==> src/rtl/process_schedule_simulator_assert.svh <==
// ----------------------------------------------------------------------------
// Assertion macros for the process schedule simulator
// Clocked on clk, disabled while arst_n is low.
// ----------------------------------------------------------------------------
`ifndef PROCESS_SCHEDULE_SIMULATOR_ASSERT_SVH
`define PROCESS_SCHEDULE_SIMULATOR_ASSERT_SVH
`ifndef NO_ASSERTIONS
`define PSS_ASSERT(lbl, prop, msg) \
	lbl: assert property (@(posedge clk) disable iff (!arst_n) prop) else $error(msg);
`define PSS_ASSERT_NEXT(lbl, ante, cons, msg) \
	lbl: assert property (@(posedge clk) disable iff (!arst_n) (ante) |=> (cons)) \
		else $error(msg);
`else
`define PSS_ASSERT(lbl, prop, msg)
`define PSS_ASSERT_NEXT(lbl, ante, cons, msg)
`endif
`endif

==> src/rtl/pss_pkg.sv <==
// ----------------------------------------------------------------------------
// pss_pkg
// Types, constants and codes shared by the process schedule simulator.
// ----------------------------------------------------------------------------
package pss_pkg;

	localparam int MAX_PROCS_DEF = 32;
	localparam int CLK_W = 19;
	localparam int SRV_W = 13;
	localparam int T_W = 18;

	localparam logic [1:0] POL_FCFS = 2'd0;
	localparam logic [1:0] POL_SJF  = 2'd1;
	localparam logic [1:0] POL_PRIO = 2'd2;
	localparam logic [1:0] POL_RR   = 2'd3;

	typedef struct packed {
		logic [11:0] burst_time;
		logic [11:0] arrival_time;
		logic [7:0]  prio_value;
		logic        last_proc;
	} in_word_t;

	typedef struct packed {
		logic [4:0]     proc_index;
		logic [T_W-1:0] response_time;
		logic [T_W-1:0] completion_time;
		logic [T_W-1:0] turnaround_time;
		logic [T_W-1:0] waiting_time;
		logic           last_result;
	} out_word_t;

	typedef enum logic [2:0] {
		ST_IDLE,
		ST_SCAN,
		ST_SCAN_END,
		ST_DECIDE,
		ST_OUT,
		ST_OUT_END
	} state_t;

endpackage

==> src/rtl/pss_scan.sv <==
// ----------------------------------------------------------------------------
// pss_scan
// Shared compare unit: streams through the process entries one per cycle,
// keeps the eligible entry with the smallest key and the earliest pending
// arrival.
// ----------------------------------------------------------------------------
module pss_scan #(
	parameter int AW = 5
) (
	input  logic                      clk,
	input  logic                      arst_n,
	input  logic                      clr,
	input  logic                      ent_vld,
	input  logic [AW-1:0]             ent_idx,
	input  logic [11:0]               ent_burst,
	input  logic [11:0]               ent_arrival,
	input  logic [7:0]                ent_prio,
	input  logic [pss_pkg::SRV_W-1:0] ent_served,
	input  logic                      ent_done,
	input  logic [1:0]                policy,
	input  logic [pss_pkg::CLK_W-1:0] sim_clock,
	output logic                      found,
	output logic [AW-1:0]             best_idx,
	output logic [11:0]               best_burst,
	output logic [11:0]               best_arrival,
	output logic [pss_pkg::SRV_W-1:0] best_served,
	output logic                      any_pending,
	output logic [11:0]               min_arrival
);
	import pss_pkg::*;

	logic [SRV_W-1:0] key, best_key_q;
	logic             elig, take;

	// select the key of the policy and test the entry
	always_comb begin
		case (policy)
			POL_FCFS: key = SRV_W'(ent_arrival);
			POL_SJF:  key = SRV_W'(ent_burst);
			POL_PRIO: key = SRV_W'(ent_prio);
			default:  key = ent_served;
		endcase
		elig = ent_vld && !ent_done && (CLK_W'(ent_arrival) <= sim_clock);
		take = elig && (!found || key < best_key_q);
	end

	// hold the best entry so far
	always_ff @(posedge clk or negedge arst_n) begin
		if (!arst_n) begin
			found       <= 1'b0;
			any_pending <= 1'b0;
		end else if (clr) begin
			found       <= 1'b0;
			any_pending <= 1'b0;
		end else begin
			if (take) found <= 1'b1;
			if (ent_vld && !ent_done) any_pending <= 1'b1;
		end
	end

	// payload of the winner and the earliest arrival
	always_ff @(posedge clk) begin
		if (take) begin
			best_key_q   <= key;
			best_idx     <= ent_idx;
			best_burst   <= ent_burst;
			best_arrival <= ent_arrival;
			best_served  <= ent_served;
		end
		if (ent_vld && !ent_done && !clr && (!any_pending || ent_arrival < min_arrival))
			min_arrival <= ent_arrival;
	end

endmodule

==> src/rtl/process_schedule_simulator.sv <==
// ----------------------------------------------------------------------------
// process_schedule_simulator
// Loads process records and simulates one CPU schedule over them.
// ----------------------------------------------------------------------------
// Usage: present a record word on cmd with start high; it is taken at an edge
// where busy is low, one record per cycle. Records beyond MAX_PROCS are
// dropped. The record with last_proc set starts the run under the policy
// register (policy_we / policy_wdata, written while idle; 0 first-come,
// 1 shortest job, 2 priority, 3 round robin).
// Each scheduling decision scans the N stored records through one compare
// unit and then decides; non-preemptive runs take one decision per process
// plus one per idle gap, round robin one decision per tick.
// Results then leave one per cycle on result, flagged by result_valid for one
// cycle, in load order; the last carries last_result. The first result shows
// via the read and result registers. busy drops as the last result is shown.
// The receiver cannot stall the results. Reset clears the record count, the
// run state and the policy (first-come); stored records need no clearing.
// ----------------------------------------------------------------------------
`include "process_schedule_simulator_assert.svh"

module process_schedule_simulator #(
	parameter int MAX_PROCS = pss_pkg::MAX_PROCS_DEF
) (
	input  logic               clk,
	input  logic               arst_n,
	input  logic               start,
	output logic               busy,
	input  pss_pkg::in_word_t  cmd,
	input  logic               policy_we,
	input  logic [1:0]         policy_wdata,
	output logic               result_valid,
	output pss_pkg::out_word_t result
);
	import pss_pkg::*;

	localparam int AW = (MAX_PROCS > 1) ? $clog2(MAX_PROCS) : 1;
	localparam int CW = $clog2(MAX_PROCS + 1);

	state_t state_q, state_d;

	logic [1:0]       policy_q;
	logic [CW-1:0]    cnt_q, fin_q;
	logic [AW-1:0]    addr_q, last_addr;
	logic [CLK_W-1:0] clk_q;
	logic [MAX_PROCS-1:0] done_q, srv_vld_q;

	// memories
	logic [31:0]      rec_mem [MAX_PROCS];
	logic [SRV_W-1:0] srv_mem [MAX_PROCS];
	logic [T_W-1:0]   resp_mem [MAX_PROCS];
	logic [CLK_W-1:0] cmp_mem [MAX_PROCS];

	logic             rd_en, rd_out;
	logic             vld_s1, out_s1;
	logic [AW-1:0]    idx_s1;
	logic [31:0]      rec_s1;
	logic [SRV_W-1:0] srv_s1;
	logic [T_W-1:0]   resp_s1;
	logic [CLK_W-1:0] cmp_s1;
	logic [SRV_W-1:0] served_s1;

	logic             load, run_go, addr_end, scan_clr;
	logic             found, any_pending;
	logic [AW-1:0]    best_idx;
	logic [11:0]      best_burst, best_arrival, min_arrival;
	logic [SRV_W-1:0] best_served, eff_burst, new_served;
	logic             rr, fin_now;
	logic [CLK_W-1:0] clk_next, cmp_val;
	logic [CLK_W-1:0] tt, wt;

	assign load      = start && !busy;
	assign run_go    = load && cmd.last_proc;
	assign last_addr = AW'(cnt_q - CW'(1));
	assign addr_end  = (addr_q == last_addr);
	assign rr        = (policy_q == POL_RR);

	// next state
	always_comb begin
		state_d = state_q;
		case (state_q)
			ST_IDLE:     if (run_go) state_d = ST_SCAN;
			ST_SCAN:     if (addr_end) state_d = ST_SCAN_END;
			ST_SCAN_END: state_d = ST_DECIDE;
			ST_DECIDE:   state_d = (fin_now && (fin_q + CW'(1) == cnt_q)) ? ST_OUT : ST_SCAN;
			ST_OUT:      if (addr_end) state_d = ST_OUT_END;
			ST_OUT_END:  state_d = ST_IDLE;
			default:     state_d = ST_IDLE;
		endcase
	end

	// outputs of the sequencer
	always_comb begin
		busy     = (state_q != ST_IDLE);
		rd_en    = (state_q == ST_SCAN) || (state_q == ST_OUT);
		rd_out   = (state_q == ST_OUT);
		scan_clr = (state_q == ST_DECIDE) || run_go;
	end

	// decision arithmetic
	always_comb begin
		eff_burst  = (best_burst == 12'd0) ? SRV_W'(1) : SRV_W'(best_burst);
		new_served = best_served + SRV_W'(1);
		if (!found) begin
			fin_now  = 1'b0;
			clk_next = (any_pending && CLK_W'(min_arrival) > clk_q) ?
				CLK_W'(min_arrival) : clk_q + CLK_W'(1);
		end else if (rr) begin
			fin_now  = (new_served == eff_burst);
			clk_next = clk_q + CLK_W'(1);
		end else begin
			fin_now  = 1'b1;
			clk_next = clk_q + CLK_W'(best_burst);
		end
		cmp_val = clk_next;
	end

	// control registers
	always_ff @(posedge clk or negedge arst_n) begin
		if (!arst_n) begin
			state_q   <= ST_IDLE;
			policy_q  <= POL_FCFS;
			cnt_q     <= '0;
			fin_q     <= '0;
			addr_q    <= '0;
			clk_q     <= '0;
			done_q    <= '0;
			srv_vld_q <= '0;
			vld_s1    <= 1'b0;
			out_s1    <= 1'b0;
			result_valid <= 1'b0;
		end else begin
			state_q <= state_d;
			if (policy_we) policy_q <= policy_wdata;
			if (load && cnt_q < CW'(MAX_PROCS)) cnt_q <= cnt_q + CW'(1);
			if (run_go) begin
				fin_q     <= '0;
				clk_q     <= '0;
				done_q    <= '0;
				srv_vld_q <= '0;
			end
			// advance the scan address
			if (rd_en) addr_q <= addr_end ? '0 : addr_q + AW'(1);
			// apply the decision
			if (state_q == ST_DECIDE) begin
				clk_q <= clk_next;
				if (found) srv_vld_q[best_idx] <= 1'b1;
				if (fin_now) begin
					done_q[best_idx] <= 1'b1;
					fin_q <= fin_q + CW'(1);
				end
			end
			if (state_q == ST_OUT_END) cnt_q <= '0;
			vld_s1 <= rd_en && !rd_out;
			out_s1 <= rd_out;
			result_valid <= out_s1;
		end
	end

	// record store and per-process run store
	always_ff @(posedge clk) begin
		if (load && cnt_q < CW'(MAX_PROCS))
			rec_mem[AW'(cnt_q)] <= {cmd.burst_time, cmd.arrival_time, cmd.prio_value};
		if (state_q == ST_DECIDE && found) begin
			srv_mem[best_idx] <= rr ? new_served : SRV_W'(best_burst);
			if (!rr || best_served == '0)
				resp_mem[best_idx] <= T_W'(clk_q - CLK_W'(best_arrival));
			if (fin_now) cmp_mem[best_idx] <= cmp_val;
		end
		if (rd_en) begin
			rec_s1  <= rec_mem[addr_q];
			srv_s1  <= srv_mem[addr_q];
			resp_s1 <= resp_mem[addr_q];
			cmp_s1  <= cmp_mem[addr_q];
			idx_s1  <= addr_q;
		end
	end

	assign served_s1 = srv_vld_q[idx_s1] ? srv_s1 : '0;

	pss_scan #(.AW(AW)) u_scan (
		.clk          (clk),
		.arst_n       (arst_n),
		.clr          (scan_clr),
		.ent_vld      (vld_s1),
		.ent_idx      (idx_s1),
		.ent_burst    (rec_s1[31:20]),
		.ent_arrival  (rec_s1[19:8]),
		.ent_prio     (rec_s1[7:0]),
		.ent_served   (served_s1),
		.ent_done     (done_q[idx_s1]),
		.policy       (policy_q),
		.sim_clock    (clk_q),
		.found        (found),
		.best_idx     (best_idx),
		.best_burst   (best_burst),
		.best_arrival (best_arrival),
		.best_served  (best_served),
		.any_pending  (any_pending),
		.min_arrival  (min_arrival)
	);

	// form the result word
	assign tt = cmp_s1 - CLK_W'(rec_s1[19:8]);
	assign wt = tt - CLK_W'(served_s1);

	always_ff @(posedge clk) begin
		if (out_s1) begin
			result.proc_index      <= 5'(idx_s1);
			result.response_time   <= resp_s1;
			result.completion_time <= T_W'(cmp_s1);
			result.turnaround_time <= T_W'(tt);
			result.waiting_time    <= T_W'(wt);
			result.last_result     <= (idx_s1 == last_addr);
		end
	end

	`PSS_ASSERT(a_fin_le_cnt, busy |-> fin_q <= cnt_q, "finished count exceeds process count")
	`PSS_ASSERT(a_last_idle, (result_valid && result.last_result) |-> !busy, "busy after last result")
	`PSS_ASSERT_NEXT(a_run_busy, start && !busy && cmd.last_proc, busy, "run did not start")

endmodule
==> config.mk <==
export PLATFORM = sky130hd
export DESIGN_NAME = process_schedule_simulator
export DESIGN_NICKNAME = d
export VERILOG_FILES = /design/src/rtl/pss_pkg.sv /design/src/rtl/pss_scan.sv /design/src/rtl/process_schedule_simulator.sv
export VERILOG_INCLUDE_DIRS = /design/src /design/src/rtl
export SDC_FILE = /design/constraint.sdc
export NUM_CORES = 2
export LEC_CHECK = 0
export BUFFER_PORTS_ARGS = -buffer_cell sky130_fd_sc_hd__clkbuf_2
export CAP_MARGIN = 20
export CORE_MARGIN = 2
export CORE_UTILIZATION = 55
export CTS_BUF_LIST = sky130_fd_sc_hd__clkbuf_4
export DETAILED_ROUTE_END_ITERATION = 7
export GPL_TIMING_DRIVEN = 0
export PLACE_DENSITY = 0.71
export SKIP_CTS_REPAIR_TIMING = 1
export SYNTH_ARGS = -nofsm -noshare
export SYNTH_HDL_FRONTEND = slang
export SYNTH_SLANG_ARGS = --single-unit
==> constraint.sdc <==
create_clock -name clk -period 8.6 [get_ports clk]
set_input_delay 0 -clock clk [delete_from_list [all_inputs] [get_ports clk]]
set_output_delay 0 -clock clk [all_outputs]
set_load 0.005 [all_outputs]
==> reports/metrics.csv <==
stage,metric,value,unit
pwr,p_comb_share,12.5,%
sta,fin_worst_skew,122,ps
pwr,max-vdd-ir-drop,0.221,mV
die,fp.dieW,463,um
placement,placed_cell_area,0.124,mm^2
route,drt_drc_violations_left,3,
setup_path,timing.rr.end,u_scan.best_arrival[3]$_DFFE_PP_,
logic_synthesis,ys_types,71,
logic_synthesis,syn-num-nets,5493,
finish,drive_gt1_share,36.1,%
pwr,p_per_area,247,mW/mm^2
setup_path,cp_top_family,buffers and inverters,
clock_tree,cts-root-buf,clkbuf_4,
sta,hold_slack,11.9,ps
route,via_count,61036,
global_route,grt_start_max_net_pins,110,
clock_tree,cts_max_level,6,
route,drtAntennaViolNets,0,
setup_path,arrival,7980,ps
setup_path,slowest_delay,750,ps
clock_tree,cts_tree,yes,
setup_path,cp.required,9760,ps
logic_synthesis,synth_simple_gate_area_share,2.28,%
logic_synthesis,synth_top_family_by_area,multiplexers,
pwr,p_leak,0.0466,uW
die,pin_count,119,
sta,slew_headroom,17.2,%
pwr,switching_share,25.7,%
route,wire_per_inst,31.1,um
finish,final_area,0.134,mm^2
setup_path,path_max_fanout,15,
sta,period_needed,6820,ps
sta,worstMarginPinSlew,1240,ps
setup_path,r2r_slack,1780,ps
outcome,status,"finished, violations left",
logic_synthesis,synth_fa_ha_area_share,1.22,%
route,avgViaCountPerCell,6.24,
logic_synthesis,syn_inst,5344,
setup_path,crit_type,reg2reg,
global_route,grt_pass1_wl,427000,um
setup_path,crit_path_start_kind,register,
logic_synthesis,synth_seq_cells,2933,
route,dr.pass1.iters,8,
logic_synthesis,synth_area_per_cell,21.7,um^2
sta,drv_slew,0,
clock_tree,clk_pin_slew_worst_paths,60,ps
global_route,grt_pass1_vias,60999,
global_route,track_usage,28.2,%
finish,utilization,64.0,%
sta,setup_ws,1780,ps
pwr,pwr-share-clk,33.5,%
setup_path,crit_path_end_kind,register,
global_route,grt_overflow_total,0,
sta,finalSetupViolations,0,
sta,fin_crit_sh,79.3,%
die,initial_core_util,55.3,%
logic_synthesis,ys_warn_count,0,
pwr,internal_power,24700,uW
logic_synthesis,synth_edf_count,2823,
route,drt_iter0_drc,7503,
global_route,antenna_found_initial,20,
finish,fin_cells,9777,
die,rows,168,
finish,final_nets,6614,
die,core_area,0.210,mm^2
pwr,seqPwrFrac,54.0,%
setup_path,reg2reg_depth,20,
setup_path,crit_buf_inv,6,
worst_hold_path,hold_class,in2async,
sta,hold_viol,0,
finish,syn_to_final_growth,15.7,%
outcome,violations,DRC,
placement,place_congestion,0.953,
placement,io_buffer_count,118,
setup_path,reg2reg_from,idx_s1[1]$_DFFE_PP_,
logic_synthesis,synth_compound_area_share,1.63,%
logic_synthesis,seq_area_frac_synth,75.4,%
clock_tree,cts_buffers,723,
setup_path,cp_slowest_cell,nor3_4,
logic_synthesis,synth_mux_area_share,17.4,%
clock_tree,clock_latency,1520,ps
route,totalWireLength,304000,um
clock_tree,cts.sinks,2933,
setup_path,path_depth,20,
logic_synthesis,async_flop_share,3.75,%
setup_path,path_cells,"clkbuf_1, clkbuf_1, mux4_2, mux4_2, mux2i_4, buf_2, nor2b_1, buf_4, mux4_2, ha_1, a21o_1, a21o_1, a21o_1, a21oi_1, nor2b_1, o21ai_0, a21oi_1, nor3_4, buf_16, buf_16",
logic_synthesis,synth-main-ff-cell,edfxtp_1,
placement,dpl.cell_count,8431,
logic_synthesis,synth_xor_area_share,0.855,%
logic_synthesis,syn_area,0.116,mm^2
job,max-cap-violations,0,
placement,dp_hpwl,204000,um
die,die_h,463,um
die,dieArea,0.215,mm^2
sta,fmax,147,MHz
clock_tree,clk_path_buf_depth,4,
pwr,switchingPower,8520,uW
placement,dp_slack,1910,ps
sta,rsz0062_at_grt,no,
==> metrics by stage <==
stage	setup TNS [ps]	total power, uW
4_1_cts	0	33300
3_3_place_gp	-25760	21500
3_5_place_dp	0	22300
5_1_grt	0	34400
6_report	0	33200
2_1_floorplan	0	20200
==> layout make-up <==
type                            instances  area [um^2]
Antenna cell                           20         50.0
Buffer                                252         1000
Clock buffer                         1052         7900
Clock inverter                        160          778
Fill cell                           14177        75400
Inverter                              133          502
Multi-Input combinational cell       2026        28000
Sequential cell                      2933        87500
Tap cell                             2805         3510
Timing Repair Buffer                  396         5050
==> worst max path at each step <==
| stage | slack [ps] | from | endpoint |
|---|---|---|---|
| CTS | 1870 | idx_s1[1]$_DFFE_PP_ | u_scan.best_arrival[1]$_DFFE_PP_ |
| finish | 1780 | idx_s1[1]$_DFFE_PP_ | u_scan.best_arrival[3]$_DFFE_PP_ |
| global placement | -480 | idx_s1[1]$_DFFE_PP_ | u_scan.best_arrival[4]$_DFFE_PP_ |
| global route | 1570 | idx_s1[1]$_DFFE_PP_ | u_scan.best_arrival[1]$_DFFE_PP_ |
| detailed placement | 1910 | idx_s1[1]$_DFFE_PP_ | u_scan.best_arrival[2]$_DFFE_PP_ |
| floorplan | 2140 | idx_s1[1]$_DFFE_PP_ | u_scan.best_arrival[0]$_DFFE_PP_ |
==> per-layer routing <==
layer | up-vias | wire [um] | global-route usage, %
li1 | 24958 | - | -
met1 | 31720 | 115000 | 38.2
met2 | 3736 | 144000 | 43.3
met3 | 622 | 34100 | 8.40
met4 | 0 | 11800 | 11.5
met5 | - | 0 | 0
==> kinds of logic after synthesis <==
kind of cell / after synthesis
AOI/OAI and AO/OA: 285
xor gates and xnor gates: 110
adders and majority gates: 111
buffers and inverters: 385
DFF: 2933
muxes: 950
and+or+nand+nor: 570
==> placed cells by master, fill, tap and decap left out, types with 21 or more instances in the layout <==
master         instances
a21o_1                61
a21oi_1               54
and3_1                23
buf_1                 47
buf_12                58
buf_16                39
buf_8                 86
clkbuf_1             176
clkbuf_2             137
clkbuf_4            1052
clkinv_1             121
dfrtp_1              109
dlygate4sd3_1         81
edfxtp_1            2823
ha_1                 106
inv_1                130
mux2_2                92
mux4_2               824
nand2_1              178
nand3_1               43
nor2_1                73
nor2_2                21
nor2_4                80
nor2b_1               29
nor3_1                34
o21ai_0               43
xnor2_1               55
xor2_1                36
==> sequential cells by signal, summed over array words and instances, names as in the netlist, 32 cells and up <==
| register | flops |
|---|---|
| cmp_mem | 576 |
| done_q | 32 |
| rec_mem | 1024 |
| rec_s1 | 32 |
| resp_mem | 576 |
| result | 78 |
| srv_mem | 416 |
| srv_vld_q | 32 |
==> worst reg2reg max path: stages (launching register included) <==
cell	delay (ps)
edfxtp_1	610
clkbuf_1	380
clkbuf_1	640
mux4_2	430
mux4_2	490
mux2i_4	240
buf_2	270
nor2b_1	120
buf_4	210
mux4_2	520
ha_1	330
a21o_1	170
a21o_1	190
a21o_1	170
a21oi_1	150
nor2b_1	60
o21ai_0	190
a21oi_1	130
nor3_4	750
buf_16	240
buf_16	170
==> power by group through the flow <==
stage | Sequential [uW] | Combinational [uW] | Clock, uW
after detailed placement | 18200 | 4080 | 0
after floorplan | 18200 | 1950 | 0
final | 17900 | 4160 | 11100
after CTS | 17900 | 4080 | 11300
after global placement | 18400 | 3040 | 0
after global routing | 17900 | 4500 | 12000
==> synthesized netlist by cell type, drive strengths merged (19+ instances only) <==
library cell,count,area share [%]
a21o,61,0.39
a21oi,55,0.24
and3,23,0.12
buf,57,0.21
clkbuf,195,0.63
dfrtp,110,2.4
edfxtp,2823,73
ha,106,1.1
inv,132,0.43
mux2,92,0.89
mux2i,21,0.19
mux4,837,16
nand2,178,0.58
nand3,43,0.19
nor2,174,0.56
nor2b,30,0.16
nor3,35,0.16
o21a,19,0.12
o21ai,60,0.26
xnor2,70,0.53
xor2,38,0.29
(Power assumes the default switching activity.)
